--- config.mk ---
export PLATFORM = sky130hd
export DESIGN_NAME = ple_cell
export DESIGN_NICKNAME = d
export VERILOG_FILES = /design/src/rtl/ple_pkg.sv /design/src/rtl/ple_cell.sv
export SDC_FILE = /design/constraint.sdc
export NUM_CORES = 1
export LEC_CHECK = 0
export ABC_AREA = 1
export BUFFER_PORTS_ARGS = -buffer_cell sky130_fd_sc_hd__buf_2
export CAP_MARGIN = 5
export CELL_PAD_IN_SITES_DETAIL_PLACEMENT = 0
export CELL_PAD_IN_SITES_GLOBAL_PLACEMENT = 1
export CORE_MARGIN = 2
export CORE_UTILIZATION = 30
export CTS_CLUSTER_DIAMETER = 120
export DETAILED_ROUTE_END_ITERATION = 6
export PLACE_DENSITY = 0.88
export SYNTH_ARGS = -nofsm -noshare
export SYNTH_HDL_FRONTEND = slang
export SYNTH_SLANG_ARGS = --single-unit
--- constraint.sdc ---
create_clock -name clk_i -period 3.2 [get_ports clk_i]
set_clock_uncertainty 0.1 [all_clocks]
set_input_delay 0.64 -clock clk_i [delete_from_list [all_inputs] [get_ports clk_i]]
set_output_delay 0.64 -clock clk_i [all_outputs]
set_load 0.005 [all_outputs]
--- src/rtl/ple_pkg.sv ---
// Shared types and constants for the positional list engine.
package ple_pkg;

  // Fixed field widths
  localparam int unsigned DATA_W = 32;
  localparam int unsigned POS_W  = 10;
  localparam int unsigned LEN_W  = 11;

  // Cells per first-level reduction group
  localparam int unsigned GROUP_SZ  = 8;
  localparam int unsigned GRP_IDX_W = $clog2(GROUP_SZ);

  typedef enum logic [1:0] {
    OP_GET    = 2'd0,
    OP_LOCATE = 2'd1,
    OP_INSERT = 2'd2,
    OP_DELETE = 2'd3
  } op_e;

  typedef enum logic [1:0] {
    ST_IDLE,
    ST_REDUCE,
    ST_FINISH
  } state_e;

  // Request item
  typedef struct packed {
    logic [1:0]               req_type;
    logic [POS_W-1:0]         position;
    logic signed [DATA_W-1:0] value;
  } req_t;

  // Result item
  typedef struct packed {
    logic                     ok;
    logic signed [DATA_W-1:0] read_value;
    logic [LEN_W-1:0]         found_position;
    logic [LEN_W-1:0]         list_length;
  } rsp_t;

  // Broadcast control from the sequencer to every cell
  typedef struct packed {
    logic              shift_up;
    logic              shift_dn;
    logic [LEN_W-1:0]  position;
    logic [DATA_W-1:0] value;
    logic [LEN_W-1:0]  length;
  } cell_ctrl_t;

  // Registered summary of one group of cells
  typedef struct packed {
    logic                 hit;
    logic [GRP_IDX_W-1:0] loc;
    logic [DATA_W-1:0]    rd;
  } grp_rsp_t;

endpackage

--- src/rtl/ple_cell.sv ---
// One list cell: holds one entry, shifts with its neighbors, flags match and select.
module ple_cell
  import ple_pkg::*;
#(
  parameter int IDX = 0
) (
  input  logic              clk_i,
  input  cell_ctrl_t        ctrl_i,
  input  logic [DATA_W-1:0] left_i,
  input  logic [DATA_W-1:0] right_i,
  output logic [DATA_W-1:0] entry_o,
  output logic              match_o,
  output logic              sel_o
);

  // 1-based position of this cell
  localparam logic [LEN_W-1:0] Pos1 = LEN_W'(IDX + 1);

  logic [DATA_W-1:0] entry_q, entry_d;

  // Shift up on insert, down on delete, at and above the target position
  always_comb begin
    entry_d = entry_q;
    if (ctrl_i.shift_up && (Pos1 >= ctrl_i.position)) begin
      entry_d = (Pos1 == ctrl_i.position) ? ctrl_i.value : left_i;
    end else if (ctrl_i.shift_dn && (Pos1 >= ctrl_i.position)) begin
      entry_d = right_i;
    end
  end

  // Entry storage, undefined until written
  always_ff @(posedge clk_i) begin
    entry_q <= entry_d;
  end

  assign entry_o = entry_q;
  assign match_o = (entry_q == ctrl_i.value) && (Pos1 <= ctrl_i.length);
  assign sel_o   = (Pos1 == ctrl_i.position);

endmodule

* After elaboration in Yosys (flattened, before gate mapping)
Cells that the tools add are included.
** Word-level totals
- Bits in registers :: 32
- Bits of input ports :: 121
- Output and inout port bits :: 34
- Logic and storage cells :: 12
** Cells by class
- Magnitude comparators :: 2
- Equality and inequality tests :: 2
- Muxes and demuxes :: 3
- Reductions and logical operators :: 4
** Operators with widths (count)
- 32-bit 2-to-1 mux :: 3
- 32-bit equality test :: 1
- 1-bit by 11-bit equality test with 1-bit output (first input constant) :: 1
- 1-bit by 11-bit greater-or-equal comparator with 1-bit output (first input constant) :: 1
- 1-bit by 11-bit <= comparator with 1-bit output (first input constant) :: 1
- 1-bit logical AND :: 3
- 2-bit nonzero test :: 1

* Logic depth before layout (Yosys ltp)
- Depth in word-level cells :: 4
- Depth in mapped cells :: 10
- Gate-level depth less buffers :: 8

* Worst setup path after synthesis
Ideal clock, no wire load.
- Path kind :: input to register
- Start point :: input ctrl_i[53] (netlist bit)
- End point :: register entry_q[0] (netlist: entry_o[0]), enable pin
- Setup time :: 387 ps
- Data arrival time :: 1703 ps
- Required time :: 2713 ps
- Setup slack :: 1010 ps
- Stages on the path :: 3
- Buffers on the path :: 0
- Cells stage by stage :: or2_1 -> inv_1 -> o211a_1
** On the way
- Cells in the longest elaborated chain, start to end :: 3
- Elaborated cells on any way between the ends :: 4
- Those cells by class :: order compare (1); reduce/logical (3)
** Ends and longest elaborated chain
- start: declaration :: line ple_cell.sv:8 : input cell_ctrl_t ctrl_i,
- 1-bit by 11-bit greater-or-equal comparator with 1-bit output * :: line ple_cell.sv:24, ple_cell.sv:26
- 1-bit logical AND, on equally long branches :: line ple_cell.sv:24, ple_cell.sv:26
- 2-bit nonzero test (no source line) *
- end signal: assignment :: line ple_cell.sv:33 : entry_q <= entry_d;
- end: declaration :: line ple_cell.sv:19 : logic [DATA_W-1:0] entry_q, entry_d;
Every way passes the cells marked *; elsewhere a longest branch is shown, timed or not.
A chain may end at the register's enable or synchronous reset.

* Worst setup path in the final report
- Start point :: input ctrl_i[47] (netlist bit)
- End point :: output sel_o
** On the way
- Cells in the longest elaborated chain, start to end :: 1
** Ends and longest elaborated chain
- 1-bit by 11-bit equality test with 1-bit output :: line ple_cell.sv:38 : assign sel_o = (Pos1 == ctrl_i.position);
- end: declaration :: line ple_cell.sv:13 : output logic sel_o
No other way between the ends.

==> metrics <==
Worst Setup SP ctrl_i[47]; max FFs per register 32; CP max-delay cell buf_4; wire length per cell around 11 um; Pre-Repair DR Iteration Count 4; family with the most delay on the worst path buffers and inverters; std cell rows 33; WP data required 2.46 ns; # DRC 0; crit-path cells buf_2 > nor2_1 > nand2_1 > nor2_2 > nand2_2 > buf_4 > inv_1 > buf_2; RSZ-0062 raised after global routing false; critical path arrival about 1.6 ns; share of cells above drive strength 1 0.328; Via-to-Cell Ratio about 4.3; P_leak roughly 2 nW; first-pass GRT wire length around 11 mm; Final WS setup 0.877 ns; largest net degree at the start of global routing 35; cell count after synthesis 378; Detail Placement HPWL approximately 5.4 mm; Max-Cap Viols 0; antenna violations before repair 0; CP dominant cell by count buf_2; TNS Setup 0 ns; most common cell after layout, fill and taps aside nand2_1; CP max FO 32; Synth Register Bits 32; Total Power 0.915 mW; Num CTS Buffers 5; post-cts resize count 0; crit path to sel_o; Die Ht about 95 um; dpl ws 0.845 ns; Initial Util 0.306; Root Driver clkbuf_8; I/O pins approximately 160; Final Cell Area between 0.003 and 0.004 mm2; Longest Clk Path Bufs 2; Crit path largest cell delay about 0.24 ns; Post-CTS Setup Inserts 0; core box area ~0.008 mm2; hold slack a little over 0.5 ns; P per Cell Area approximately 270 mW/mm2; total global-route track usage 0.157; synthesized area about 0.0025 mm2; worst hold-check path type in2reg; area occupied by multi-input gates 0.00120 mm2; startpoint types input pin; vias after detailed routing about 2.7k; Avg Inst Size Synth roughly 6.6 um2; Fillers approximately 910; CTS tree yes; DIE AREA approximately 0.0090 mm2; sequential share of the synthesized area 0.388; Reg clk slew, reported paths approximately 0.070 ns; maximum vdd drop a little over 100 uV; Tcrit/Tclk final 0.726; Register Area just under 0.001 mm2; PortBufs about 150; number of global-route vias before repair around 2.6k; Area growth syn-to-layout 36.7%; Fin. Hold Viols 0; post-route antenna net violation count 0; fmax approximately 430 MHz; placed cell areas roughly 0.0033 mm2; library cells used by synthesis 23; setup violators final 0; commonest cells after routing, fill and taps aside nand2_1 (198), buf_2 (154), inv_1 (57); max_slew headroom 0.591; worst path bufs/invs 4; minimum clock period 2.32 ns; fin nets between 600 and 700; crit path kind in2out; Syn Nets about 500; hold-fix buffers at CTS 0; H-tree levels 2; clock sinks 32; WL final 7.06 mm; gpl congestion a little under 0.8; die width 94.9 um; GR Overflow Total 0; CP Capture Type output pin; area share of the largest cell type after synthesis 0.388; initial DRC count just over 80; Worst path depth 8; Synth area leader edfxtp_1; YS warnings 0; Antenna Cells 0; max-slew violation count 0; Synth area leaders edfxtp_1 (39%), nand2_1 (30%), inv_1 (8.6%), nor2_1 (3.6%), o21ai_1 (3.4%); Worst Tran Pin Value a little over 0.6 ns; outcome finished clean
area by class of cell:
class                   instances  area share
well taps                     105      0.0388
flip-flops and latches         32       0.284
repair buffers                158       0.237
clock buffers                   5      0.0203
inverters                      58      0.0643
clock inverters                 2     0.00222
multi-input cells             275       0.354
where the power goes:
part           internal (mW)  switching, mW  total (mW)
sequential             0.461       0.000243       0.461
combinational         0.0863         0.0713       0.158
clock                  0.144          0.153       0.296
how the worst min path moves through the flow:
stage / startpoint / to / cells past startpoint
3_3_place_gp: right_i[29] / entry_o[29]$_DFFE_PP_ / 3
2_1_floorplan: right_i[0] / entry_o[0]$_DFFE_PP_ / 2
6_report: right_i[16] / entry_o[16]$_DFFE_PP_ / 3
3_5_place_dp: right_i[19] / entry_o[19]$_DFFE_PP_ / 3
5_1_grt: right_i[16] / entry_o[16]$_DFFE_PP_ / 3
4_1_cts: right_i[19] / entry_o[19]$_DFFE_PP_ / 3
stage by stage:
step | instances | util
3_3_place_gp | 628 | 0.409
6_report | 635 | 0.418
2_1_floorplan | 378 | -
3_5_place_dp | 628 | 0.409
5_1_grt | 635 | 0.418
4_1_cts | 635 | 0.418
synthesized netlist by cell type:
cell,instances
edfxtp_1,32
or2_1,1
nor2_1,24
nor2_2,2
o21ai_1,17
nand3_1,2
xor2_1,2
xnor2_1,8
inv_2,1
nor3_1,1
or2_2,1
nor4_1,1
nand2_2,1
o21ai_2,5
nand3_2,1
o211ai_1,10
inv_1,57
buf_2,2
clkbuf_1,4
nand2_1,198
o211a_1,1
buf_6,6
buf_4,1
cells by family after synthesis:
logic type	Yosys count	synth area share
XOR/XNOR	10	0.0354
flip-flops	32	0.388
AND/OR/NAND/NOR	232	0.362
AO/OA/AOI/OAI	33	0.0864
buffers and inverters	71	0.128
metal layers:
| layer | track usage | up-vias | wire length, um |
|---|---|---|---|
| met5 | 0 | - | 0 |
| met4 | 0.0411 | 0 | 79 |
| met1 | 0.200 | 1191 | 3080 |
| met3 | 0.0383 | 9 | 472 |
| met2 | 0.265 | 93 | 3420 |
| li1 | - | 1450 | - |
(Power assumes the default switching activity.)
