**config.mk**
```make
export PLATFORM = sky130hd
export DESIGN_NAME = ple_group
export DESIGN_NICKNAME = d
export VERILOG_FILES = /design/src/rtl/ple_pkg.sv /design/src/rtl/ple_group.sv
export SDC_FILE = /design/constraint.sdc
export NUM_CORES = 1
export LEC_CHECK = 0
export ABC_AREA = 1
export BUFFER_PORTS_ARGS = -buffer_cell sky130_fd_sc_hd__buf_2
export CORE_AREA = 2 2 119 121
export DETAILED_ROUTE_END_ITERATION = 7
export DIE_AREA = 0 0 121 123
export GPL_ROUTABILITY_DRIVEN = 0
export HOLD_SLACK_MARGIN = 0.1
export PLACE_DENSITY = 0.48
export SLEW_MARGIN = 20
export SYNTH_ARGS = -nofsm -noshare
export SYNTH_HDL_FRONTEND = slang
export SYNTH_SLANG_ARGS = --single-unit
```
**constraint.sdc**
```tcl
create_clock -name clk_i -period 1.05 [get_ports clk_i]
set_input_delay 0.21 -clock clk_i [delete_from_list [all_inputs] [get_ports clk_i]]
set_output_delay 0.21 -clock clk_i [all_outputs]
set_load 0.02 [all_outputs]
```
**src/rtl/ple_pkg.sv**
```systemverilog
// Shared types and constants for the positional list engine.
package ple_pkg;

  // Fixed field widths
  localparam int unsigned DATA_W = 32;
  localparam int unsigned POS_W  = 10;
  localparam int unsigned LEN_W  = 11;

  // Cells per first-level reduction group
  localparam int unsigned GROUP_SZ  = 8;
  localparam int unsigned GRP_IDX_W = $clog2(GROUP_SZ);

  typedef enum logic [1:0] {
    OP_GET    = 2'd0,
    OP_LOCATE = 2'd1,
    OP_INSERT = 2'd2,
    OP_DELETE = 2'd3
  } op_e;

  typedef enum logic [1:0] {
    ST_IDLE,
    ST_REDUCE,
    ST_FINISH
  } state_e;

  // Request item
  typedef struct packed {
    logic [1:0]               req_type;
    logic [POS_W-1:0]         position;
    logic signed [DATA_W-1:0] value;
  } req_t;

  // Result item
  typedef struct packed {
    logic                     ok;
    logic signed [DATA_W-1:0] read_value;
    logic [LEN_W-1:0]         found_position;
    logic [LEN_W-1:0]         list_length;
  } rsp_t;

  // Broadcast control from the sequencer to every cell
  typedef struct packed {
    logic              shift_up;
    logic              shift_dn;
    logic [LEN_W-1:0]  position;
    logic [DATA_W-1:0] value;
    logic [LEN_W-1:0]  length;
  } cell_ctrl_t;

  // Registered summary of one group of cells
  typedef struct packed {
    logic                 hit;
    logic [GRP_IDX_W-1:0] loc;
    logic [DATA_W-1:0]    rd;
  } grp_rsp_t;

endpackage

```
**src/rtl/ple_group.sv**
```systemverilog
// First-level reduction over a group of cells: first match and selected entry.
module ple_group
  import ple_pkg::*;
(
  input  logic                             clk_i,
  input  logic [GROUP_SZ-1:0]              match_i,
  input  logic [GROUP_SZ-1:0]              sel_i,
  input  logic [GROUP_SZ-1:0][DATA_W-1:0]  data_i,
  output grp_rsp_t                         grp_o
);

  grp_rsp_t grp_d, grp_q;

  // Lowest matching cell wins; select is one-hot so an OR picks the entry
  always_comb begin
    grp_d = '0;
    for (int j = GROUP_SZ - 1; j >= 0; j--) begin
      if (match_i[j]) begin
        grp_d.hit = 1'b1;
        grp_d.loc = GRP_IDX_W'(j);
      end
      grp_d.rd = grp_d.rd | (data_i[j] & {DATA_W{sel_i[j]}});
    end
  end

  always_ff @(posedge clk_i) begin
    grp_q <= grp_d;
  end

  assign grp_o = grp_q;

endmodule

```
Word level (Yosys, flattened, before mapping)
Index checks and enable logic that the tools add are counted.
{"block": "totals", "ff_bits": 36, "input_bits": 273, "wordCells": 30}
{"block": "classes", "n_mux": 7, "bitwise_logic": 15, "reduce_logical": 3}
{"operator": "$and 32x32->32", "n": 8}
{"operator": "$or 32x32->32", "n": 7}
{"operator": "$mux 3", "n": 3}
{"operator": "$reduce_or 7->1", "n": 1}
{"operator": "$mux 2", "n": 2}
{"operator": "$mux 4", "n": 1}
{"operator": "$reduce_or 4->1", "n": 1}
{"operator": "$reduce_or 2->1", "n": 1}
{"operator": "$mux 1", "n": 1}

Longest topological paths before layout
{"block": "depth", "ltp_word": 8, "mapped_depth": 7, "ltp_nobuf": 7}

Worst setup path after synthesis
No wires, ideal clock.
{"block": "synth_path", "kind": "input-to-reg", "start": "input port sel_i[7]", "end": "register grp_q (netlist bit grp_o[10])", "setup_ns": 0.115, "arrival_time_ns": 0.672, "slack_ns": 0.263, "stages": 4, "n_path_buf": 1, "cell_sequence": "buf_2 > a22o_1 > nor2_1 > nand2_1"}
{"element": "from (decl)", "line": "ple_group.sv:7", "source": "input logic [GROUP_SZ-1:0] sel_i,"}
{"element": "to (signal assigned)", "line": "ple_group.sv:27", "source": "grp_q <= grp_d;"}
{"element": "to (decl)", "line": "ple_group.sv:12", "source": "grp_rsp_t grp_d, grp_q;"}

Final worst setup path
{"block": "layout_path", "start": "register grp_q (netlist bit grp_o[2])", "end": "output port grp_o[2] in the netlist's numbering"}
{"element": "to (decl)", "line": "ple_group.sv:9", "source": "output grp_rsp_t grp_o"}
No word-level cell between the ends.

==> metrics.txt <==
# TYPE chip_impl_metric gauge
chip_impl_metric{name="power-per-cell-area",unit="nW/µm²"} 1040
chip_impl_metric{name="finalPower",unit="mW"} 4.69
chip_impl_metric{name="die-area",unit="µm²"} 14900
chip_impl_metric{name="yosysUniqueCellTypes",unit=""} 14
chip_impl_metric{name="total_nets_after_synthesis",unit=""} 691
chip_impl_info{name="hold_path.class",value="in2reg"} 1
chip_impl_info{name="cpLargestDelayFamily",value="flip-flops"} 1
chip_impl_metric{name="netlist_area",unit="µm²"} 2460
chip_impl_metric{name="crit_required",unit="ns"} 0.84
chip_impl_metric{name="cts.reportedPaths.clkPinSlew",unit="ns"} 0.06
chip_impl_metric{name="transition_at_the_pin_with_the_smallest_max_transition_slack",unit="ns"} 0.435
chip_impl_metric{name="post_synth.cell_area_avg",unit="µm²"} 5.88
chip_impl_metric{name="pwr-share-seq",unit="%"} 31.1
chip_impl_metric{name="total_area_of_multi_input_combinational_cells",unit="µm²"} 1550
chip_impl_metric{name="drt-initial-drc-count",unit=""} 136
chip_impl_metric{name="timing.max_slew.rel_slack",unit="%"} 71.0
chip_impl_metric{name="period_needed",unit="ns"} 0.992
chip_impl_metric{name="clkPwrFrac",unit="%"} 37.6
chip_impl_metric{name="htree_num_levels",unit=""} 2
chip_impl_metric{name="clock_sinks",unit=""} 36
chip_impl_metric{name="number_of_flip_flops_under_the_largest_register_name",unit=""} 36
chip_impl_metric{name="grt_pass1_vias",unit=""} 3854
chip_impl_metric{name="initial_utilization",unit="%"} 18.1
chip_impl_metric{name="cell_internal_pwr",unit="mW"} 3.30
chip_impl_metric{name="drc",unit=""} 0
chip_impl_metric{name="p_sw",unit="mW"} 1.39
chip_impl_metric{name="ff_latch_area",unit="µm²"} 721
chip_impl_metric{name="fmax",unit="MHz"} 1010
chip_impl_metric{name="largest_net_degree_at_the_start_of_global_routing",unit=""} 19
chip_impl_metric{name="num_ports",unit=""} 309
chip_impl_metric{name="synth_simple_gate_area_share",unit="%"} 45.5
chip_impl_metric{name="dr.pass1.iters",unit=""} 4
chip_impl_metric{name="maxSlewViolCount",unit=""} 0
chip_impl_metric{name="synth-warning-count",unit=""} 0
chip_impl_metric{name="share_comb_of_total_power",unit="%"} 31.2
chip_impl_metric{name="synthesized_area_fraction_occupied_by_xor_and_xnor_cells",unit="%"} 0
chip_impl_info{name="cp_slowest_cell",value="dfxtp_1"} 1
chip_impl_metric{name="viasPerCell",unit=""} 4.32
chip_impl_metric{name="gr-usage-met1",unit="%"} 18.0
chip_impl_metric{name="cts_setup_buffers",unit=""} 0
chip_impl_metric{name="track_usage",unit="%"} 16.8
chip_impl_metric{name="totalNegativeSetupSlack",unit="ns"} 0
chip_impl_metric{name="synth-adder-area-share",unit="%"} 0
chip_impl_metric{name="detail_route.wirelength",unit="mm"} 13.3
chip_impl_metric{name="worst-path-buf-inv",unit=""} 1
chip_impl_metric{name="power.share.switching",unit="%"} 29.7
chip_impl_metric{name="n_fill_cell",unit=""} 1581
chip_impl_metric{name="core-area",unit="µm²"} 13600
chip_impl_info{name="main_combinational_cell_family_by_area_after_synthesis",value="simple AND/OR/NAND/NOR gates"} 1
chip_impl_info{name="end_kind",value="output pin"} 1
chip_impl_metric{name="hpwlAfterDp",unit="mm"} 11.0
chip_impl_info{name="crit_type",value="reg2out"} 1
chip_impl_metric{name="yosys_register_bits",unit=""} 36
chip_impl_metric{name="period_share",unit="%"} 94.5
chip_impl_info{name="crit_path_cell_trace",value="buf_2"} 1
chip_impl_metric{name="vdd.ir_drop.worst",unit="µV"} 476
chip_impl_metric{name="synth_compound_area_share",unit="%"} 17.6
chip_impl_metric{name="cts_inserted_buffers",unit=""} 5
chip_impl_info{name="status",value="complete, no violations"} 1
chip_impl_metric{name="synth_seq_area_share",unit="%"} 29.3
chip_impl_metric{name="worst-endpoint-arrival",unit="ns"} 0.78
chip_impl_metric{name="grtUsageMet2",unit="%"} 30.8
chip_impl_info{name="cts_tree",value="done"} 1
chip_impl_metric{name="vias",unit=""} 3926
chip_impl_metric{name="pre_cts_slack",unit="ns"} -0.0305
chip_impl_metric{name="final_layout_size_suffix_gt1_share",unit="%"} 45.7
chip_impl_metric{name="grt.met3_usage",unit="%"} 5.21
chip_impl_metric{name="die_height",unit="µm"} 123
chip_impl_info{name="grt_most_used_layer",value="met2"} 1
chip_impl_metric{name="grt_first_pass_wirelength",unit="mm"} 19.2
chip_impl_metric{name="clk_path_buf_depth",unit=""} 2
chip_impl_info{name="rsz0062_at_grt",value="false"} 1
chip_impl_metric{name="drt.antenna.violating_nets",unit=""} 0
chip_impl_metric{name="critical-path-max-stage-delay",unit="ns"} 0.33
chip_impl_metric{name="worst_hold_slack",unit="ns"} 0.132
chip_impl_metric{name="netlist_instances",unit=""} 418
chip_impl_metric{name="hold_viol_final",unit=""} 0
chip_impl_metric{name="max-cap-violations",unit=""} 0
chip_impl_metric{name="rows",unit=""} 43
chip_impl_metric{name="drt-wirelength-per-cell",unit="µm"} 14.6
chip_impl_metric{name="critPathMaxFanout",unit=""} 1
chip_impl_metric{name="port-buffer-count",unit=""} 308
chip_impl_metric{name="fin_nets",unit=""} 1000
chip_impl_metric{name="number_of_antenna_violations_at_the_first_check_in_global_routing",unit=""} 0
chip_impl_metric{name="antenna_cells_inserted",unit=""} 0
chip_impl_info{name="cts_root_buf",value="clkbuf_16"} 1
chip_impl_metric{name="post_cts_resized",unit=""} 0
chip_impl_metric{name="final_core_utilization",unit="%"} 33.3
chip_impl_info{name="worstSetupStartpointType",value="flip-flop"} 1
chip_impl_metric{name="power.static_leakage",unit="nW"} 2.54
chip_impl_metric{name="final-setup-viol-count",unit=""} 0
chip_impl_metric{name="setup_slack",unit="ns"} 0.0581
chip_impl_metric{name="die_width",unit="µm"} 121
chip_impl_metric{name="synth.mux.area_fraction",unit="%"} 0
chip_impl_metric{name="total_gr_overflow",unit=""} 0
chip_impl_metric{name="syn2layout_area_growth",unit="%"} 84.2
-- cells in the mapped netlist --
cell	number	share of area, %
buf_2	17	3.5
nand2_1	212	32
or2_1	1	0.25
dfxtp_1	36	29
nand3_1	43	8.8
nor2_1	12	1.8
nor3_1	1	0.20
nand4_1	8	2.0
buf_6	4	1.8
a31oi_1	1	0.25
buf_4	3	0.92
inv_1	9	1.4
a21oi_1	52	11
a22o_1	19	6.8
-- cells by family (layout without fill, tap and decap cells) --
group | after synthesis | after routing
AND/OR/NAND/NOR | 277 | 277
AO/OA/AOI/OAI | 72 | 72
flip-flops | 36 | 36
buffers and inverters | 33 | 343
-- layout by cell type (no fill, tap or decap) --
cell / synthesis / layout
clkbuf_16: 0 / 5
a31oi_1: 1 / 1
buf_12: 0 / 12
clkinvlp_4: 0 / 1
buf_2: 17 / 308
buf_4: 3 / 5
or2_1: 1 / 1
dlygate4sd3_1: 0 / 1
nand4_1: 8 / 8
nor3_1: 1 / 1
a21oi_1: 52 / 52
a22o_1: 19 / 19
inv_1: 9 / 9
clkinv_2: 0 / 1
nand2_1: 212 / 212
nor2_1: 12 / 12
dfxtp_1: 36 / 36
bufinv_16: 0 / 1
nand3_1: 43 / 43
-- layout make-up --
| type | count | area share (%) |
|---|---|---|
| clock buffers | 5 | 2.76 |
| clock inverters | 3 | 0.940 |
| inverters | 9 | 0.746 |
| multi-input cells | 349 | 34.2 |
| flip-flops and latches | 36 | 15.9 |
| well taps | 180 | 4.98 |
| repair buffers | 326 | 40.4 |
-- power groups by stage --
| stage | Sequential [mW] | Combinational [mW] | Clock, mW |
|---|---|---|---|
| floorplan | 1.59 | 0.537 | 0 |
| global placement | 1.49 | 1.47 | 0 |
| detailed placement | 1.49 | 1.47 | 0 |
| CTS | 1.46 | 1.48 | 1.84 |
| global route | 1.47 | 1.62 | 1.89 |
| finish | 1.46 | 1.46 | 1.76 |
-- per-layer routing --
metal  wire length, µm  share of wire, %
met4               403               3.0
met1              4890                37
met3              1490                11
met2              6500                49
met5                 0                 0
-- stage by stage --
stage	instances	instance area [µm²]
after floorplan	418	2460
after global placement	899	4350
after detailed placement	899	4350
after CTS	908	4530
after global routing	908	4530
final	908	4530
-- path summary, 6_finish.rpt --
path | start | to | slack (ns) | depth (start not counted)
max | grp_o[2]$_DFF_P_ | grp_o[2] | 0.06 | 1
min | data_i[84] | grp_o[20]$_DFF_P_ | 0.13 | 3
-- timing repair --
action / CTS / global route
endpoints found under the setup margin: 0 / 1
endpoints found under the hold margin: 1 / 0
hold buffers: 1 / 0
(Power assumes the default switching activity.)
